--- src/hw/rtl/atsk_pkg.sv ---
// Shared types and constants for the affine texture span sampler.
// No dependencies; every other file of the block imports this package.
`default_nettype none

package atsk_pkg;

  // Field widths
  localparam int unsigned KindW    = 2;
  localparam int unsigned AddrW    = 14;
  localparam int unsigned ColourW  = 8;
  localparam int unsigned XW       = 11;
  localparam int unsigned CoordInW = 23;   // 7.16 coordinate as it arrives
  localparam int unsigned PosW     = 24;   // position and increment registers
  localparam int unsigned CntW     = 12;   // pixel count, up to 2048
  localparam int unsigned SpanW    = 13;   // signed end - start + 1
  localparam int unsigned TexColW  = 7;    // integer texel coordinate bits
  localparam int unsigned TexWidth = 128;

  // Divider: magnitude of a delta fits in 23 bits, one quotient bit a cycle
  localparam int unsigned MagW     = 23;
  localparam int unsigned DivCntW  = 5;
  localparam logic [DivCntW-1:0] DivSteps = 5'd23;

  localparam logic [ColourW-1:0] MaskColour = 8'd255;

  typedef enum logic [KindW-1:0] {
    KIND_WRITE = 2'd0,
    KIND_START = 2'd1,
    KIND_STEP  = 2'd2,
    KIND_NONE  = 2'd3
  } kind_e;

  typedef enum logic [1:0] {
    ST_IDLE,
    ST_DIV_U,
    ST_DIV_V,
    ST_READ
  } state_e;

  // Sequencer to divider
  typedef struct packed {
    logic                   start;
    logic signed [PosW-1:0] dividend;
    logic [CntW-1:0]        divisor;
  } div_req_t;

  // Divider to sequencer
  typedef struct packed {
    logic            done;
    logic [PosW-1:0] quotient;
  } div_rsp_t;

  // Texture store write port
  typedef struct packed {
    logic               en;
    logic [AddrW-1:0]   addr;
    logic [ColourW-1:0] data;
  } tex_wr_t;

  // Texture store read port
  typedef struct packed {
    logic             en;
    logic [AddrW-1:0] addr;
  } tex_rd_t;

endpackage : atsk_pkg

`default_nettype wire

--- src/hw/rtl/atsk_div.sv ---
// Serial signed divider, one quotient bit per cycle, truncating toward zero.
// Depends on atsk_pkg for the request/response structs and widths.
`default_nettype none

module atsk_div
  import atsk_pkg::*;
(
  input  wire logic     clk_i,
  input  wire logic     rst_ni,
  input  wire div_req_t req_i,
  output div_rsp_t      rsp_o
);

  logic                busy_q, busy_d;
  logic                done_q, done_d;
  logic [DivCntW-1:0]  cnt_q, cnt_d;
  logic                neg_q, neg_d;
  logic [MagW-1:0]     mag_q, mag_d;      // dividend bits out, quotient bits in
  logic [CntW-1:0]     rem_q, rem_d;
  logic [CntW-1:0]     dsr_q, dsr_d;

  logic [CntW:0]       trial;
  logic                fits;
  logic [PosW-1:0]     abs_dividend;

  // magnitude of the dividend; |delta| stays below 2^23
  assign abs_dividend = req_i.dividend[PosW-1] ? (PosW'(0) - req_i.dividend)
                                               : req_i.dividend;

  // restoring step: shift in the next dividend bit, subtract if it fits
  assign trial = {rem_q, mag_q[MagW-1]};
  assign fits  = (trial >= {1'b0, dsr_q});

  always_comb begin
    busy_d = busy_q;
    done_d = 1'b0;
    cnt_d  = cnt_q;
    neg_d  = neg_q;
    mag_d  = mag_q;
    rem_d  = rem_q;
    dsr_d  = dsr_q;
    if (req_i.start) begin
      busy_d = 1'b1;
      cnt_d  = DivSteps;
      neg_d  = req_i.dividend[PosW-1];
      mag_d  = abs_dividend[MagW-1:0];
      rem_d  = '0;
      dsr_d  = req_i.divisor;
    end else if (busy_q) begin
      rem_d = fits ? CntW'(trial - {1'b0, dsr_q}) : trial[CntW-1:0];
      mag_d = {mag_q[MagW-2:0], fits};
      cnt_d = cnt_q - DivCntW'(1);
      if (cnt_q == DivCntW'(1)) begin
        busy_d = 1'b0;
        done_d = 1'b1;
      end
    end
  end

  always_ff @(posedge clk_i or negedge rst_ni) begin
    if (!rst_ni) begin
      busy_q <= 1'b0;
      done_q <= 1'b0;
      cnt_q  <= '0;
    end else begin
      busy_q <= busy_d;
      done_q <= done_d;
      cnt_q  <= cnt_d;
    end
  end

  // datapath, no reset needed
  always_ff @(posedge clk_i) begin
    neg_q <= neg_d;
    mag_q <= mag_d;
    rem_q <= rem_d;
    dsr_q <= dsr_d;
  end

  // apply the sign to the magnitude quotient
  always_comb begin
    rsp_o.done     = done_q;
    rsp_o.quotient = neg_q ? (PosW'(0) - {1'b0, mag_q}) : {1'b0, mag_q};
  end

endmodule : atsk_div

`default_nettype wire

--- config.mk ---
export PLATFORM = sky130hd
export DESIGN_NAME = atsk_div
export DESIGN_NICKNAME = d
export VERILOG_FILES = /design/src/hw/rtl/atsk_pkg.sv /design/src/hw/rtl/atsk_div.sv
export SDC_FILE = /design/constraint.sdc
export NUM_CORES = 1
export LEC_CHECK = 0
export ABC_AREA = 1
export BUFFER_PORTS_ARGS = -buffer_cell sky130_fd_sc_hd__buf_2
export CORE_ASPECT_RATIO = 0.8
export CORE_MARGIN = 2
export CORE_UTILIZATION = 30
export DETAILED_ROUTE_END_ITERATION = 12
export GPL_TIMING_DRIVEN = 0
export SLEW_MARGIN = 20
export SYNTH_ARGS = -nofsm -noshare
export SYNTH_HDL_FRONTEND = slang
export SYNTH_SLANG_ARGS = --single-unit
--- constraint.sdc ---
create_clock -name clk_i -period 2.53 [get_ports clk_i]
set_input_delay 0.6325 -clock clk_i [delete_from_list [all_inputs] [get_ports clk_i]]
set_output_delay 0.6325 -clock clk_i [all_outputs]
set_load 0.01 [all_outputs]
==> out/qor.csv <==
metric,value,unit
outcome,completed,
Post-DP HPWL,8941,um
top cell type by total area after synthesis,edfxtp_1,
H-tree levels,2,
GR Layer Usage met1,23.33,%
Via Count,4185,
CTS Buf Count,5,
DR vias/cell,4.676,
r2r startpoint,mag_q[22],
Yosys reg bits,55,
Residual DRC,0,
fraction of layout cells with a size suffix above 1,21.12,%
# port buffers,63,
Reg area,1496,sq um
CTS max path bufs,2,
Rows,38,
M3 GR Usage,2.058,%
syn nets,681,
initial antenna violation count,0,
"Distinct cells, synth",36,
top fanout value on the critical path,3,
Die X-Extent,137.4,um
async set-reset flop share out of synthesis,12.73,%
Clock Tree Root,clkbuf_16,
initial core utilization,31.09,%
PwrDens,701.7,nW/um^2
"Data required, critical path",1900,ps
die area,15220,sq um
GR Overflow Total,0,
GRT busiest layer,met2,
"Top FF cell, synth",edfxtp_1,
Max Clk Rate,396.4,MHz
crit path launch type,flop,
number of global-route vias before repair,3851,
Placer Congestion,0.9169,
RSZ-0062 raised after global routing,yes,
Placement Setup Slack,-362.0,ps
CP Data Arrival Time,1890,ps
part of the cycle the worst path needs,99.72,%
Final ANT Viol Nets,0,
Layout Nets,770,
gr usage total,15.61,%
Psw,1.460,mW
clock skew,15.45,ps
CTS Sinks,55,
Combinational Power Share,44.5,%
Gate Count Post-Synth,625,
number of flops mapped to enable cells by yosys,36,
Clk pwr share,22.2,%
Multi-input gate area,2436,sq um
synthesized area per cell,6.835,sq um
CORE AREA,13740,sq um
Reg2Reg Depth,12,
"Reg clk slew, reported paths",80,ps
met2 usage,23.91,%
CP endpoint kind,output port,
Pint,2.240,mW
TNS Setup,0,ps
Die Y,110.7,um
synth top area cells,"edfxtp_1 25%, nand2_1 15%, inv_1 8.7%, nand3_1 7.4%, dfxtp_1 5.6%",
top cell type's share of synthesized area,25.31,%
Worst IR Drop VDD,525.2,uV
Top-Level Pins,64,
DRT iter0 DRCs,206,
CTS tree,yes,
largest net degree at the start of global routing,20,
kind of critical path,reg -> out,
Leakage,2.594,nW
n_diodes,0,
switch share,39.47,%
final hold vios,0,
Final setup viols,0,
Final Slew Violations,0,
critical path endpoint,rsp_o[14],
worst hold path type,in -> async,
Fillers,1490,
Worst Tran Pin Value,626.2,ps
final WL,11810,um
Seq pwr share,33.3,%
Mapped Area,4272,sq um
routed len/inst,13.19,um
P&R area growth vs syn,23.43,%
flop-to-flop setup slack,460,ps
worst-skew pair later-pin latency,310,ps
Crit. Startpoint,mag_q[1],
yosys warns,0,
TritonRoute pass-1 iters,4,
PnR worst setup slack,7.076,ps
min Tclk post-route,2523,ps
Slew HR,58.26,%
end of the worst register-to-register path,rem_q[6],
fraction of the yosys area taken by sequential cells,35.03,%
# Max-Cap Violations,0,
first-pass GRT wire length,18930,um
cell type report:
type	count	share of cell area, %
Clock buffer	5	2.373
Sequential cell	55	28.38
Inverter	103	7.475
Multi-Input combinational cell	450	46.20
Tap cell	180	4.271
Clock inverter	3	0.9492
Timing Repair Buffer	81	8.543
Timing Repair inverter	1	0.1424
Buffer	17	1.661
metal layers:
metal	part of all wire, %	wire length [um]
met4	1.2	144
met1	51	5965
met5	0	0
met2	43	5132
met3	4.8	564
worst max-delay path: stages (launching register included):
cell      delay, ps
edfxtp_1        440
inv_2           120
ha_4            150
nand2_4          50
nor2_4           90
inv_2            50
nor2_4           90
nand2_1          70
nand2_2          80
o21ai_2          80
nor2_1          100
nand2_1          50
nand2_1          80
buf_2           130
cells in the mapped netlist, types with 2 or more instances:
cell and count:
ha_1 16, nor2_2 2, nor3_1 6, nand3b_1 2, o21ai_0 40, nand3_2 5, nand2_1 173, a21oi_1 9
nand3_1 63, clkbuf_1 8, nand4_1 21, dfrtp_1 7, xnor2_1 4, buf_4 2, nor2_1 64, inv_1 99
dfxtp_1 12, nand2_2 4, or2_2 3, xor2_1 27, edfxtp_1 36, buf_2 6, inv_2 3
sequential cells by signal, summed over array words and instances (netlist names):
| name | cells |
|---|---|
| dsr_q | 12 |
| neg_q | 1 |
| mag_q | 23 |
| done_q | 1 |
| busy_q | 1 |
| cnt_q | 5 |
| rem_q | 12 |
timing repair:
item,in CTS,in global routing
setup endpoints to repair,35,27
pin swaps,7,11
gates cloned,1,0
hold buffers,0,0
setup buffers,10,8
resized for setup,20,23
logic make-up (layout without fill, tap and decap cells):
kind of cell | count (synthesis) | in the layout | share of synthesized area, %
AOI/OAI and AO/OA | 56 | 56 | 6.913
xor gates and xnor gates | 31 | 31 | 6.356
adders and majority gates | 17 | 17 | 5.155
buffers and inverters | 120 | 210 | 11.07
DFF | 55 | 55 | 35.03
and+or+nand+nor | 346 | 346 | 35.47
cell usage in the layout (no fill, tap or decap), types with 2 or more instances in the layout:
master	Yosys	layout
a21oi_1	9	9
buf_2	6	69
buf_4	2	20
clkbuf_1	8	7
clkbuf_16	0	5
clkinvlp_4	0	3
dfrtp_1	7	7
dfxtp_1	12	12
edfxtp_1	36	36
ha_1	16	15
inv_1	99	95
inv_2	3	6
nand2_1	173	169
nand2_2	4	7
nand3_1	63	61
nand3_2	5	7
nand3b_1	2	2
nand4_1	21	21
nor2_1	64	55
nor2_2	2	9
nor2_4	1	3
nor3_1	6	5
o21ai_0	40	35
o21ai_2	1	6
or2_2	3	3
xnor2_1	4	4
xor2_1	27	24
xor2_2	0	2
worst min-delay path by stage:
| stage | cells past startpoint | slack, ps | to |
|---|---|---|---|
| final | 1 | 150 | cnt_q[0] |
| after detailed placement | 2 | 470 | rem_q[1] |
| after global routing | 1 | 150 | cnt_q[0] |
| after floorplan | 0 | 340 | busy_q |
| after CTS | 1 | 140 | cnt_q[0] |
| after global placement | 2 | 470 | rem_q[7] |
metrics by stage:
step                      cell area, sq um  std cells  hold WS [ps]  util, %  power, mW
final                                 5273        895         147.9    38.37      3.700
after floorplan                       4272        625         336.9        -      2.340
after detailed placement              4812        868         465.8    35.02      2.761
after global routing                  5273        895         151.2    38.37      3.999
after global placement                4812        868         465.5    35.02      2.751
after CTS                             5131        887         143.0    37.34      3.669
power groups by stage:
stage,Sequential (mW),Combinational [mW],Clock (mW)
global route,1.25,1.86,0.885
detailed placement,1.24,1.52,0
global placement,1.24,1.51,0
floorplan,1.21,1.13,0
CTS,1.23,1.60,0.848
finish,1.23,1.65,0.823
(Power assumes the default switching activity.)
